<file path="src/mrr_pkg.sv">
// ----------------------------------------------------------------------------
// mrr_pkg
// Shared types and constants for the MODBUS RTU read-input-registers master.
// ----------------------------------------------------------------------------
package mrr_pkg;

   // default sizing
   localparam int MAX_REGS_DEF       = 16;
   localparam int RESPONSE_BYTES_DEF = 64;

   // fixed field widths
   localparam int WCOUNT_W   = 5;
   localparam int CSR_ADDR_W = 3;
   localparam int CSR_DATA_W = 32;

   // protocol constants
   localparam logic [7:0]  FUNC_READ_INPUT = 8'h04;
   localparam logic [15:0] CRC_POLY        = 16'hA001;
   localparam logic [15:0] CRC_INIT        = 16'hFFFF;
   localparam logic [15:0] LOW_BYTE_MASK   = 16'h00FF;

   // response byte offsets
   localparam int POS_FUNC       = 1;
   localparam int POS_BYTE_COUNT = 2;
   localparam int POS_DATA       = 3;

   // input item kinds
   localparam logic [1:0] KIND_REQUEST   = 2'd0;
   localparam logic [1:0] KIND_RX_BYTE   = 2'd1;
   localparam logic [1:0] KIND_FRAME_END = 2'd2;

   // result kinds
   localparam logic [1:0] RK_TX_BYTE = 2'd0;
   localparam logic [1:0] RK_WORD    = 2'd1;
   localparam logic [1:0] RK_STATUS  = 2'd2;

   // transaction status codes
   localparam logic [1:0] ST_OK          = 2'd0;
   localparam logic [1:0] ST_NO_RESPONSE = 2'd1;
   localparam logic [1:0] ST_EXCEPTION   = 2'd2;
   localparam logic [1:0] ST_OVERFLOW    = 2'd3;

   // CSR register index
   localparam logic REG_SLAVE_ADDRESS = 1'b0;

   typedef enum logic [3:0] {
      S_IDLE,
      S_CRC,
      S_TX,
      S_RD1,
      S_RD2,
      S_STAT,
      S_WHI,
      S_WLO,
      S_WOUT
   } state_type;

   typedef struct packed {
      logic init;
      logic shift;
   } crc_ctrl_type;

   typedef struct packed {
      logic clear;
      logic write;
   } rxbuf_ctrl_type;

endpackage

</file>
<file path="src/mrr_crc.sv">
// ----------------------------------------------------------------------------
// mrr_crc
// Bit-serial CRC-16/MODBUS engine, one data bit per cycle while shift is set, LSB first.
// ----------------------------------------------------------------------------
module mrr_crc
   import mrr_pkg::*;
(
   input  logic         clock,
   input  crc_ctrl_type ctrl,
   input  logic         data_bit,
   output logic [15:0]  crc
);

   logic [15:0] crc_ff;
   logic [15:0] crc_in;
   logic [15:0] shifted;
   logic        feedback;

   always_comb begin
      feedback = crc_ff[0] ^ data_bit;
      shifted  = {1'b0, crc_ff[15:1]};
      if (ctrl.init) begin
         crc_in = CRC_INIT;
      end else if (ctrl.shift) begin
         crc_in = feedback ? (shifted ^ CRC_POLY) : shifted;
      end else begin
         crc_in = crc_ff;
      end
   end

   always_ff @(posedge clock) begin
      crc_ff <= crc_in;
   end

   assign crc = crc_ff;

endmodule

</file>
<file path="src/mrr_rxbuf.sv">
// ----------------------------------------------------------------------------
// mrr_rxbuf
// Receive byte buffer with fill count; unfilled positions read as zero.
// ----------------------------------------------------------------------------
module mrr_rxbuf
   import mrr_pkg::*;
#(
   parameter int DEPTH = RESPONSE_BYTES_DEF,
   parameter int POS_W = 7
)
(
   input  logic             clock,
   input  logic             reset,
   input  rxbuf_ctrl_type   ctrl,
   input  logic [7:0]       wr_data,
   input  logic [POS_W-1:0] rd_pos,
   output logic [7:0]       rd_byte,
   output logic             full,
   output logic             empty
);

   localparam int ADDR_W = $clog2(DEPTH);
   localparam int LEN_W  = $clog2(DEPTH + 1);
   localparam int CMP_W  = (POS_W > LEN_W) ? POS_W : LEN_W;

   logic [7:0]       mem [DEPTH];
   logic [LEN_W-1:0] length_ff;
   logic [LEN_W-1:0] length_in;
   logic [7:0]       rd_data_ff;
   logic             rd_ok_ff;
   logic             wr_en;

   assign full  = (length_ff == LEN_W'(DEPTH));
   assign empty = (length_ff == '0);
   assign wr_en = ctrl.write && !full;

   always_comb begin
      if (ctrl.clear) begin
         length_in = '0;
      end else if (wr_en) begin
         length_in = length_ff + LEN_W'(1);
      end else begin
         length_in = length_ff;
      end
   end

   always_ff @(posedge clock) begin
      if (reset) begin
         length_ff <= '0;
      end else begin
         length_ff <= length_in;
      end
   end

   always_ff @(posedge clock) begin
      if (wr_en) begin
         mem[length_ff[ADDR_W-1:0]] <= wr_data;
      end
   end

   // registered read; position past the fill count reads as zero
   always_ff @(posedge clock) begin
      rd_data_ff <= mem[rd_pos[ADDR_W-1:0]];
      rd_ok_ff   <= (CMP_W'(rd_pos) < CMP_W'(length_ff));
   end

   assign rd_byte = rd_ok_ff ? rd_data_ff : 8'h00;

endmodule

</file>
<file path="src/modbus_rtu_read_register_master.sv">
// ----------------------------------------------------------------------------
// modbus_rtu_read_register_master
// MODBUS RTU master for function 0x04: builds read requests, buffers the
// response and decodes status and register words at frame end.
// ----------------------------------------------------------------------------
//
//   channel   direction  handshake                      payload
//   req_      in         req_valid / req_stall          kind, start, count, rx byte
//   rsp_      out        rsp_valid / rsp_stall          tx byte, word, status
//   csr_      in/out     APB psel/penable/pwrite/pready slave_address at 0x0
//
// A received byte goes straight into the receive buffer, leaving the block idle.
// A request runs through accept, the bit-serial CRC engine (6 bytes x 8 bits),
// then 8 transmit transfers. A frame end reads the function and byte-count
// bytes, then two bytes per word, through the single registered read port of
// the receive buffer. Output stalls hold the sequencer; req_stall is high
// while busy. Reset clears the sequencer, the fill count and the output valid;
// buffer contents are never cleared, the fill count masks unwritten bytes.
// ----------------------------------------------------------------------------
module modbus_rtu_read_register_master
   import mrr_pkg::*;
#(
   parameter int MAX_REGS       = MAX_REGS_DEF,
   parameter int RESPONSE_BYTES = RESPONSE_BYTES_DEF
)
(
   input  logic                  clock,
   input  logic                  reset,

   input  logic                  req_valid,
   output logic                  req_stall,
   input  logic [1:0]            req_kind,
   input  logic [15:0]           req_start_register,
   input  logic [15:0]           req_register_count,
   input  logic [7:0]            req_rx_byte,

   output logic                  rsp_valid,
   input  logic                  rsp_stall,
   output logic [1:0]            rsp_result_kind,
   output logic [7:0]            rsp_tx_byte,
   output logic [3:0]            rsp_word_index,
   output logic [15:0]           rsp_word_value,
   output logic [1:0]            rsp_status,
   output logic [7:0]            rsp_exception_code,
   output logic [WCOUNT_W-1:0]   rsp_word_count,
   output logic                  rsp_count_saturated,
   output logic                  rsp_last,

   input  logic                  csr_psel,
   input  logic                  csr_penable,
   input  logic                  csr_pwrite,
   input  logic [CSR_ADDR_W-1:0] csr_paddr,
   input  logic [CSR_DATA_W-1:0] csr_pwdata,
   output logic [CSR_DATA_W-1:0] csr_prdata,
   output logic                  csr_pready
);

   // position counter must cover the last word byte and the fill count
   localparam int POS_LIM = (2 * MAX_REGS + 5 > RESPONSE_BYTES + 1) ?
                            (2 * MAX_REGS + 5) : (RESPONSE_BYTES + 1);
   localparam int POS_W   = $clog2(POS_LIM);
   localparam int CRC_STEPS = 6 * 8;

   state_type           state_ff, state_in;
   logic [5:0]          step_ff, step_in;
   logic [WCOUNT_W-1:0] word_ff, word_in;
   logic [WCOUNT_W-1:0] words_ff;
   logic [7:0]          hi_ff;
   logic                func_ok_ff;
   logic [15:0]         start_ff;
   logic [15:0]         count_ff;
   logic [7:0]          slave_address_ff;

   logic                rsp_valid_ff;
   logic [1:0]          rsp_result_kind_ff;
   logic [7:0]          rsp_tx_byte_ff;
   logic [3:0]          rsp_word_index_ff;
   logic [15:0]         rsp_word_value_ff;
   logic [1:0]          rsp_status_ff;
   logic [7:0]          rsp_exception_code_ff;
   logic [WCOUNT_W-1:0] rsp_word_count_ff;
   logic                rsp_count_saturated_ff;
   logic                rsp_last_ff;

   crc_ctrl_type        crc_ctrl;
   rxbuf_ctrl_type      buf_ctrl;
   logic [15:0]         crc;
   logic [POS_W-1:0]    rd_pos;
   logic [7:0]          rd_byte;
   logic                buf_full;
   logic                buf_empty;

   logic                req_fire;
   logic                out_free;
   logic                load_tx, load_stat, load_word;
   logic [2:0]          byte_sel;
   logic [7:0]          frame_byte;
   logic [6:0]          half;
   logic                sat;
   logic [WCOUNT_W-1:0] words;
   logic [1:0]          stat_code;
   logic                go_words;
   logic                word_done;
   logic                csr_write;

   // ---------------------------------------------------------------- CSR
   assign csr_pready = 1'b1;
   assign csr_write  = csr_psel && csr_penable && csr_pwrite && csr_pready &&
                       (csr_paddr[2] == REG_SLAVE_ADDRESS);

   always_ff @(posedge clock) begin
      if (reset) begin
         slave_address_ff <= 8'd1;
      end else if (csr_write) begin
         slave_address_ff <= csr_pwdata[7:0];
      end
   end

   assign csr_prdata = (csr_paddr[2] == REG_SLAVE_ADDRESS) ?
                       CSR_DATA_W'(slave_address_ff) : '0;

   // ---------------------------------------------------------------- shared units
   mrr_crc u_crc (
      .clock    (clock),
      .ctrl     (crc_ctrl),
      .data_bit (frame_byte[step_ff[2:0]]),
      .crc      (crc)
   );

   mrr_rxbuf #(
      .DEPTH (RESPONSE_BYTES),
      .POS_W (POS_W)
   ) u_rxbuf (
      .clock   (clock),
      .reset   (reset),
      .ctrl    (buf_ctrl),
      .wr_data (req_rx_byte),
      .rd_pos  (rd_pos),
      .rd_byte (rd_byte),
      .full    (buf_full),
      .empty   (buf_empty)
   );

   // ---------------------------------------------------------------- request frame
   // CRC pass walks bytes 0..5 by step[5:3]; transmit walks 0..7 by step[2:0]
   assign byte_sel = (state_ff == S_TX) ? step_ff[2:0] : step_ff[5:3];

   always_comb begin
      case (byte_sel)
         3'd0:    frame_byte = slave_address_ff;
         3'd1:    frame_byte = FUNC_READ_INPUT;
         3'd2:    frame_byte = start_ff[15:8];
         3'd3:    frame_byte = 8'(start_ff & LOW_BYTE_MASK);
         3'd4:    frame_byte = count_ff[15:8];
         3'd5:    frame_byte = 8'(count_ff & LOW_BYTE_MASK);
         3'd6:    frame_byte = 8'(crc & LOW_BYTE_MASK);
         default: frame_byte = crc[15:8];
      endcase
   end

   // ---------------------------------------------------------------- status decode
   // rd_byte holds the byte-count byte while in S_STAT
   always_comb begin
      half  = rd_byte[7:1];
      sat   = (half > 7'(MAX_REGS));
      words = sat ? WCOUNT_W'(MAX_REGS) : half[WCOUNT_W-1:0];
      if (buf_full) begin
         stat_code = ST_OVERFLOW;
      end else if (buf_empty) begin
         stat_code = ST_NO_RESPONSE;
      end else if (!func_ok_ff) begin
         stat_code = ST_EXCEPTION;
      end else begin
         stat_code = ST_OK;
      end
      go_words  = (stat_code == ST_OK) && (words != '0);
      word_done = ((word_ff + WCOUNT_W'(1)) == words_ff);
   end

   // ---------------------------------------------------------------- sequencer outputs
   assign out_free = !rsp_valid_ff || !rsp_stall;
   assign req_fire = req_valid && !req_stall;

   always_comb begin
      req_stall      = (state_ff != S_IDLE);
      crc_ctrl.init  = 1'b0;
      crc_ctrl.shift = (state_ff == S_CRC);
      buf_ctrl.clear = 1'b0;
      buf_ctrl.write = 1'b0;
      load_tx        = (state_ff == S_TX) && out_free;
      load_stat      = (state_ff == S_STAT) && out_free;
      load_word      = (state_ff == S_WOUT) && out_free;
      if (state_ff == S_IDLE && req_valid) begin
         crc_ctrl.init  = (req_kind == KIND_REQUEST);
         buf_ctrl.clear = (req_kind == KIND_REQUEST);
         buf_ctrl.write = (req_kind == KIND_RX_BYTE);
      end
      unique case (state_ff)
         S_RD1:          rd_pos = POS_W'(POS_FUNC);
         S_RD2, S_STAT:  rd_pos = POS_W'(POS_BYTE_COUNT);
         S_WHI:          rd_pos = POS_W'({word_ff, 1'b0}) + POS_W'(POS_DATA);
         S_WLO, S_WOUT:  rd_pos = POS_W'({word_ff, 1'b0}) + POS_W'(POS_DATA + 1);
         default:        rd_pos = '0;
      endcase
   end

   // ---------------------------------------------------------------- next state
   always_comb begin
      state_in = state_ff;
      step_in  = step_ff;
      word_in  = word_ff;
      unique case (state_ff)
         S_IDLE: begin
            if (req_fire) begin
               case (req_kind)
                  KIND_REQUEST: begin
                     state_in = S_CRC;
                     step_in  = '0;
                  end
                  KIND_FRAME_END: state_in = S_RD1;
                  default:        state_in = S_IDLE;
               endcase
            end
         end
         S_CRC: begin
            if (step_ff == 6'(CRC_STEPS - 1)) begin
               state_in = S_TX;
               step_in  = '0;
            end else begin
               step_in = step_ff + 6'd1;
            end
         end
         S_TX: begin
            if (load_tx) begin
               step_in = step_ff + 6'd1;
               if (step_ff[2:0] == 3'd7) begin
                  state_in = S_IDLE;
               end
            end
         end
         S_RD1: state_in = S_RD2;
         S_RD2: state_in = S_STAT;
         S_STAT: begin
            if (load_stat) begin
               word_in  = '0;
               state_in = go_words ? S_WHI : S_IDLE;
            end
         end
         S_WHI: state_in = S_WLO;
         S_WLO: state_in = S_WOUT;
         S_WOUT: begin
            if (load_word) begin
               word_in  = word_ff + WCOUNT_W'(1);
               state_in = word_done ? S_IDLE : S_WHI;
            end
         end
         default: state_in = S_IDLE;
      endcase
   end

   always_ff @(posedge clock) begin
      if (reset) begin
         state_ff <= S_IDLE;
      end else begin
         state_ff <= state_in;
      end
      step_ff <= step_in;
      word_ff <= word_in;
   end

   // ---------------------------------------------------------------- datapath regs
   always_ff @(posedge clock) begin
      if (state_ff == S_IDLE && req_fire && req_kind == KIND_REQUEST) begin
         start_ff <= req_start_register - 16'd1;
         count_ff <= (req_register_count > 16'(MAX_REGS)) ?
                     16'(MAX_REGS) : req_register_count;
      end
      if (state_ff == S_RD2) begin
         func_ok_ff <= (rd_byte == FUNC_READ_INPUT);
      end
      if (load_stat) begin
         words_ff <= words;
      end
      if (state_ff == S_WLO) begin
         hi_ff <= rd_byte;
      end
   end

   // ---------------------------------------------------------------- output register
   always_ff @(posedge clock) begin
      if (reset) begin
         rsp_valid_ff <= 1'b0;
      end else if (load_tx || load_stat || load_word) begin
         rsp_valid_ff <= 1'b1;
      end else if (!rsp_stall) begin
         rsp_valid_ff <= 1'b0;
      end
   end

   always_ff @(posedge clock) begin
      if (load_tx || load_stat || load_word) begin
         rsp_result_kind_ff     <= RK_TX_BYTE;
         rsp_tx_byte_ff         <= '0;
         rsp_word_index_ff      <= '0;
         rsp_word_value_ff      <= '0;
         rsp_status_ff          <= ST_OK;
         rsp_exception_code_ff  <= '0;
         rsp_word_count_ff      <= '0;
         rsp_count_saturated_ff <= 1'b0;
         rsp_last_ff            <= 1'b0;
         if (load_tx) begin
            rsp_tx_byte_ff <= frame_byte;
            rsp_last_ff    <= (step_ff[2:0] == 3'd7);
         end
         if (load_stat) begin
            rsp_result_kind_ff <= RK_STATUS;
            rsp_status_ff      <= stat_code;
            rsp_last_ff        <= !go_words;
            if (stat_code == ST_EXCEPTION) begin
               rsp_exception_code_ff <= rd_byte;
            end
            if (stat_code == ST_OK) begin
               rsp_word_count_ff      <= words;
               rsp_count_saturated_ff <= sat;
            end
         end
         if (load_word) begin
            rsp_result_kind_ff <= RK_WORD;
            rsp_word_index_ff  <= word_ff[3:0];
            rsp_word_value_ff  <= {hi_ff, rd_byte};
            rsp_last_ff        <= word_done;
         end
      end
   end

   assign rsp_valid           = rsp_valid_ff;
   assign rsp_result_kind     = rsp_result_kind_ff;
   assign rsp_tx_byte         = rsp_tx_byte_ff;
   assign rsp_word_index      = rsp_word_index_ff;
   assign rsp_word_value      = rsp_word_value_ff;
   assign rsp_status          = rsp_status_ff;
   assign rsp_exception_code  = rsp_exception_code_ff;
   assign rsp_word_count      = rsp_word_count_ff;
   assign rsp_count_saturated = rsp_count_saturated_ff;
   assign rsp_last            = rsp_last_ff;

endmodule

</file>
<file path="config.mk">
export PLATFORM = sky130hd
export DESIGN_NAME = modbus_rtu_read_register_master
export DESIGN_NICKNAME = d
export VERILOG_FILES = /design/src/mrr_pkg.sv /design/src/mrr_crc.sv /design/src/mrr_rxbuf.sv /design/src/modbus_rtu_read_register_master.sv
export SDC_FILE = /design/constraint.sdc
export NUM_CORES = 1
export LEC_CHECK = 0
export BUFFER_PORTS_ARGS = -buffer_cell sky130_fd_sc_hd__buf_2
export CAP_MARGIN = 20
export CORE_MARGIN = 3
export CORE_UTILIZATION = 40
export DETAILED_ROUTE_END_ITERATION = 10
export SKIP_LAST_GASP = 1
export SLEW_MARGIN = 40
export SYNTH_ARGS = -nofsm -noshare
export SYNTH_HDL_FRONTEND = slang
export SYNTH_SLANG_ARGS = --single-unit
</file>
<file path="constraint.sdc">
create_clock -name clock -period 5.15 [get_ports clock]
set_input_delay 0.2575 -clock clock [delete_from_list [all_inputs] [get_ports clock]]
set_output_delay 0.2575 -clock clock [all_outputs]
set_load 0.005 [all_outputs]
</file>
# [Word-level counts from Yosys, hierarchy flattened]
# Memories as Yosys holds them, arrays and structs flattened. A register that Yosys moved wholly into a read port is not among the register bits.
# Index checks and enable logic that the tools add are counted.
[classes] reduce_logical=37 eq_ne=30 n_bitwise=3 n_mux=40 n_addsub=6 n_lt_le_gt_ge=4
[ops] cell="case mux 8 bit (7 select lines)" count=1
[ops] cell="case mux 4 bit (9 select lines)" count=1
[ops] cell="case mux 7 bit (4 select lines)" count=1
[ops] cell="two-way mux 4 bit" count=6
[ops] cell="two-way mux 6 bit" count=4
[ops] cell="case mux 6 bit (3 select lines)" count=1
[ops] cell="== test 4 x 3 -> 1 bit (second input constant)" count=4
[ops] cell="greater-than comparator 16 x 5 -> 1 bit (second input constant)" count=1
[ops] cell="two-way mux 16 bit" count=1
[ops] cell="two-way mux 8 bit" count=2
[ops] cell="subtractor 16 x 1 -> 16 bit (second input constant)" count=1
[ops] cell="two-way mux 5 bit" count=3
[ops] cell="== test 3 bit (second input constant)" count=4
[ops] cell="logical AND 1 bit" count=12
[ops] cell="two-way mux 2 bit" count=5
[ops] cell="case mux 5 bit (2 select lines)" count=1
[ops] cell="two-way mux 1 bit" count=9
[ops] cell="two-way mux 3 bit" count=3
[ops] cell="== test 4 x 2 -> 1 bit (second input constant)" count=2
[ops] cell="== test 8 x 3 -> 1 bit (second input constant)" count=1
[ops] cell="!= test 2 x 1 -> 1 bit (second input constant)" count=4
[ops] cell="!= test 2 bit (second input constant)" count=4
[ops] cell="adder 6 x 2 -> 7 bit (second input constant)" count=1
[ops] cell="adder 6 x 3 -> 7 bit (second input constant)" count=1
[ops] cell="other kinds (35)" count=47
[totals] ramBits=512 word_cells=143 output_inout_bits=82 reg_bits=141 n_memories=1 input_bits=84
[memory_table] name="u_rxbuf.mem" depth=64 width=8 rd=1 rd_ports_with_merged_regs=1 wr=1 line_no="mrr_rxbuf.sv:26" rtl="logic [7:0] mem [DEPTH];"

# [Logic depth before layout (Yosys ltp)]
[logic_depth] word_depth=8 depth_mapped=15 mapped_depth_nobuf=12

# [Hierarchy]
# A second synthesis with hierarchy kept.
[hier_totals] hier_cells=1616 hier_area_um2=27232.4
[by_module_without_submodules] module="mrr_rxbuf" area_each_um2=20458.4 seq_area_each_um2=15695.1 n_inst=1 cells_each=988
[by_module_without_submodules] module="modbus_rtu_read_register_master" area_each_um2=6145.9 seq_area_each_um2=3383.2 n_inst=1 cells_each=571
[by_module_without_submodules] module="mrr_crc" area_each_um2=628.1 seq_area_each_um2=320.3 n_inst=1 cells_each=57

# [Worst setup path after synthesis]
# No wires, ideal clock.
[synth_path] kind="flip-flop to flip-flop" from="register state_ff[0]" to="register rsp_count_saturated_ff (netlist: rsp_count_saturated), enable pin" period_less_slack_ps=4433 path_buffers=2 arrival_ps=3953 stages_incl_launch_ff=6 setup_ps=480 required_ps=4670 setup_slack_ps=717 path_cell_list="dfxtp_1 -> buf_2 -> nand2b_1 -> or3b_2 -> clkbuf_1 -> a31oi_1"
[synth_via] elab_chain_len=4 elab_cells_between_ends=8 classes_between="3 x eq/ne; 5 x reduce/logical"
[synth_lines] element="start: declaration" line_no="modbus_rtu_read_register_master.sv:64" rtl="state_type state_ff, state_in;"
[synth_lines] element="start signal: assignment" line_no="modbus_rtu_read_register_master.sv:265" rtl="state_ff <= state_in;"
[synth_lines] element="== test 4 x 2 -> 1 bit / == test 4 x 3 -> 1 bit (equally long branches)" line_no="modbus_rtu_read_register_master.sv:190, modbus_rtu_read_register_master.sv:191"
[synth_lines] element="logical AND 1 bit, on equally long branches" line_no="modbus_rtu_read_register_master.sv:190, modbus_rtu_read_register_master.sv:191"
[synth_lines] element="logical OR 1 bit" line_no="modbus_rtu_read_register_master.sv:301" rtl="if (load_tx || load_stat || load_word) begin"
[synth_lines] element="logical OR 1 bit *" line_no="modbus_rtu_read_register_master.sv:301"
[synth_lines] element="end signal: assignment" line_no="modbus_rtu_read_register_master.sv:324" rtl="rsp_count_saturated_ff <= sat;"
[synth_lines] element="end: declaration" line_no="modbus_rtu_read_register_master.sv:82" rtl="logic rsp_count_saturated_ff;"
# Mark *: on every way between the ends. The rest lies on a longest branch, timed or not.
# A chain may end at the register's enable or synchronous reset.

# [Final worst setup path]
[layout_path] from="register state_ff[2]" to="register u_rxbuf.rd_ok_ff"
[layout_via] elab_chain_len=4 elab_cells_between_ends=10 classes_between="1 x order compare; 6 x eq/ne; 1 x mux; 2 x reduce/logical"
[layout_lines] element="== test 4 bit / == test 4 x 3 -> 1 bit (equally long branches)" line_no="modbus_rtu_read_register_master.sv:198" rtl="unique case (state_ff)"
[layout_lines] element="OR reduction 2 bit" line_no="modbus_rtu_read_register_master.sv:198"
[layout_lines] element="case mux 7 bit (4 select lines) *" line_no="modbus_rtu_read_register_master.sv:198"
[layout_lines] element="less-than comparator 7 bit *" line_no="mrr_rxbuf.sv:64" rtl="rd_ok_ff <= (CMP_W'(rd_pos) < CMP_W'(length_ff));"
[layout_lines] element="end signal: assignment" line_no="mrr_rxbuf.sv:64"
[layout_lines] element="end: declaration" line_no="mrr_rxbuf.sv:30" rtl="logic rd_ok_ff;"
# Marked as above.

==> impl_results.md <==
* Vias in the first global route at 18500
* Most used cell, CP: o21a_1
* Max-cap violations at 0
* Worst hold start: req_start_register[11]
* Slowest cell on crit path: dfxtp_1
* TritonCTS buffer count at 71
* CP max FO at 37
* Layout cells sized above 1 at 0.111
* Placer Congestion at 0.854
* DR vias/cell at 5.41
* Slew @ Worst Pin at 862 ps
* Post-CTS setup buffers at 0
* Synth Area in Simple Gates at 0.195
* Max incr delay on CP at 790 ps
* Synthesis-stage register bit count at 661
* Total Power at 12.7 mW
* Post-synth EDFFs at 616
* Flop-to-flop setup slack at 1110 ps
* Initial Util at 0.406
* Worst hold path type: input port to flop
* Register area share after synthesis at 0.693
* Initial antenna violation count at 0
* Post-synth top flop: edfxtp_1
* First drt pass iteration count at 6
* Critical path class: flop to flop
* Routed wire per std cell at 20.2 µm
* Area share of fa/ha/maj cells after synthesis at 0.00581
* H-tree levels at 3
* Cts repair resizes at 0
* Post-synthesis compound-gate area fraction at 0.0562
* Port bufs at 114
* Final Hold Viols at 0
* Unique cell type count in the Yosys netlist at 70
* Number of nets in the layout at 2593
* Largest net degree at the start of global routing at 137
* Die ar. at 73200 µm²
* Final Critical Period at 4040 ps
* Final setup fails at 0
* Largest family of logic cells by synthesized area: simple AND/OR/NAND/NOR gates
* Worst setup SP type: flop
* Peak supply drop at 0.200 mV
* Clock Latency Late Sink at 590 ps
* CP endpoint kind: flop
* Global-route wire length before repair at 108 mm
* WHS Endpoint: start_ff[11]
* DR iter-0 viols at 2025
* Max Root-Sink Buffers at 3
* Max Freq at 247 MHz
* Worst Hold Depth at 2
* Clk sinks at 661
* Site Rows at 96
* Synth warnings at 0
* CTS tree: built
* Clock skew at 24.6 ps
* Post-Synthesis Cells at 2379
* Req. time, crit path at 5670 ps
* Run status: complete, no violations
* P_leak at 11.3 nW
* Post-Synth XOR/XNOR Area at 0.0105
* Remaining DRCs at 0
* Antenna-violating nets left at 0
* Global-route usage over all layers at 0.189
* FF-to-FF path depth at 13
* Die H at 271 µm
* Fill cell total of the finished layout at 6275
* Fraction of registers with async set/reset at 0
* WL final at 70.4 mm
* Clock transition at path regs at 60 ps
* R2R Path End: u_rxbuf.rd_ok_ff
* Area Growth Syn to Fin at 14.4%
* Root buffer cell: clkbuf_16
* Mapped Avg Cell Area at 11.8 µm²
* Rel. slew slack at 0.423
* GR Overflow Total at 0
* Period Utilization, post-route at 0.785
* I/O pin count at 166
* HPWL Detailed at 42.3 mm
* Die W at 271 µm
* R2r startpoint: state_ff[2]
* Worst Path Arrival at 4570 ps
* Max-slew violation count at 0
* RSZ-0062 raised after global routing: false
* Vias at 18800
* Mux cell area share after synthesis at 0.00644
* Pwr dens at 396 nW/µm²
* Core Area at 68900 µm²
* Crit path cell chain: or3b_2 > a21oi_1 > nor2_4 > clkinv_2 > buf_4 > ha_1 > a21boi_0 > o21a_1 > o21a_1 > o21a_1 > o21ai_0 > nand2b_1 > a21oi_1
* Final setup TNS at 0 ps
* Cell Area, Synth at 28000 µm²
worst max path at each step:
stage | start | to | slack [ps] | cells after the start
2_1_floorplan | state_ff[0] | rsp_count_saturated | 720 | 5
3_3_place_gp | state_ff[2] | u_rxbuf.rd_ok_ff | 1060 | 13
3_5_place_dp | state_ff[2] | u_rxbuf.rd_ok_ff | 1130 | 13
4_1_cts | state_ff[2] | u_rxbuf.rd_ok_ff | 1120 | 13
5_1_grt | u_rxbuf.length_ff[5] | u_rxbuf.mem[59][2] | 860 | 7
6_report | state_ff[2] | u_rxbuf.rd_ok_ff | 1110 | 13
power by group:
group / switching (mW) / internal [mW]
combinational: 0.916 / 0.557
sequential: 0.210 / 6.08
clock: 2.02 / 2.89
total: 3.15 / 9.52
Yosys cell counts, types with 13 or more instances:
library cell / instances / area [µm²]
nand2_1: 619 / 2320
edfxtp_1: 616 / 18500
nand3_1: 308 / 1540
nor2_1: 156 / 586
clkbuf_1: 122 / 458
a311oi_1: 74 / 648
and3_1: 49 / 307
dfxtp_1: 45 / 901
inv_1: 32 / 120
a21oi_1: 26 / 130
buf_4: 26 / 195
nor3_1: 23 / 115
a31oi_1: 22 / 138
xor2_1: 19 / 166
nor2b_1: 18 / 113
o21ai_0: 18 / 90.1
a211oi_1: 17 / 128
buf_1: 15 / 56.3
ha_1: 13 / 163
nand2b_1: 13 / 81.3
critical path: cells and delay by family, from the launching register on:
kind            cells  cell delay [ps]
compound gates      7             1210
fa+ha+maj           1              320
buf+inv             2              980
flops               1              790
simple gates        3              670
cell usage in the layout, fill, tap and decap left out, drive strengths merged, types with 8 or more instances in the layout:
cell	count
a211oi	17
a21oi	26
a22oi	8
a311oi	74
a31oi	22
and2	8
and3	50
buf	158
clkbuf	98
clkinv	22
conb	36
dfxtp	45
dlygate4sd3	24
edfxtp	616
ha	13
inv	33
mux2i	12
nand2	619
nand2b	13
nand3	308
nand3b	10
nor2	156
nor2b	18
nor3	23
o21ai	21
xnor2	12
xor2	19
layer usage:
layer  vias to the layer above  GRT usage  share of wire
met5                         -          0              0
met4                         0     0.0667          0.029
met2                       617      0.312           0.48
met3                       134     0.0325          0.063
met1                      9289      0.253           0.43
li1                       8797          -              -
what timing repair did:
action / in CTS / in global routing
hold endpoints to repair: 23 / 0
setup endpoints to repair: 0 / 0
hold buffers: 24 / 0
stage by stage:
stage	instance area (µm²)	hold slack [ps]	setup slack, ps	utilization	instances
after floorplan	28100	327	717	-	2413
after global placement	29500	470	1060	0.428	3328
after detailed placement	29500	468	1130	0.428	3329
after CTS	32000	8.73	1120	0.464	3479
after global routing	32000	23.7	863	0.465	3480
final	32000	48.1	1110	0.465	3481
cell families after synthesis:
| logic type | count (synthesis) |
|---|---|
| compound gates | 210 |
| xor+xnor | 32 |
| fa+ha+maj | 13 |
| buf+inv | 206 |
| flops | 661 |
| mux | 17 |
| other cells | 2 |
| simple gates | 1238 |
final cells by class:
| cell class | count | area (µm²) | area share |
|---|---|---|---|
| Clock buffer | 98 | 1940 | 0.0606 |
| Tap cell | 931 | 1160 | 0.0364 |
| Antenna cell | 1 | 2.50 | 0.0000781 |
| Sequential cell | 661 | 19400 | 0.606 |
| Timing Repair Buffer | 182 | 1230 | 0.0383 |
| Multi-Input combinational cell | 1546 | 7880 | 0.246 |
| Clock inverter | 28 | 284 | 0.00887 |
| Inverter | 34 | 129 | 0.00402 |
state kept, by name, indices dropped and copies added, names as in the netlist, 4 cells and up:
register and count:
u_rxbuf.mem 512, u_rxbuf.rd_data_ff 8, word_ff 5, slave_address_ff 8, count_ff 16, rsp_exception_code 8, words_ff 5, rsp_word_value 16
u_rxbuf.length_ff 7, rsp_word_index 4, hi_ff 8, step_ff 6, u_crc.crc 16, rsp_word_count 5, start_ff 16, state_ff 4
rsp_tx_byte 8
Note: power is estimated with default switching activity, not from simulation.
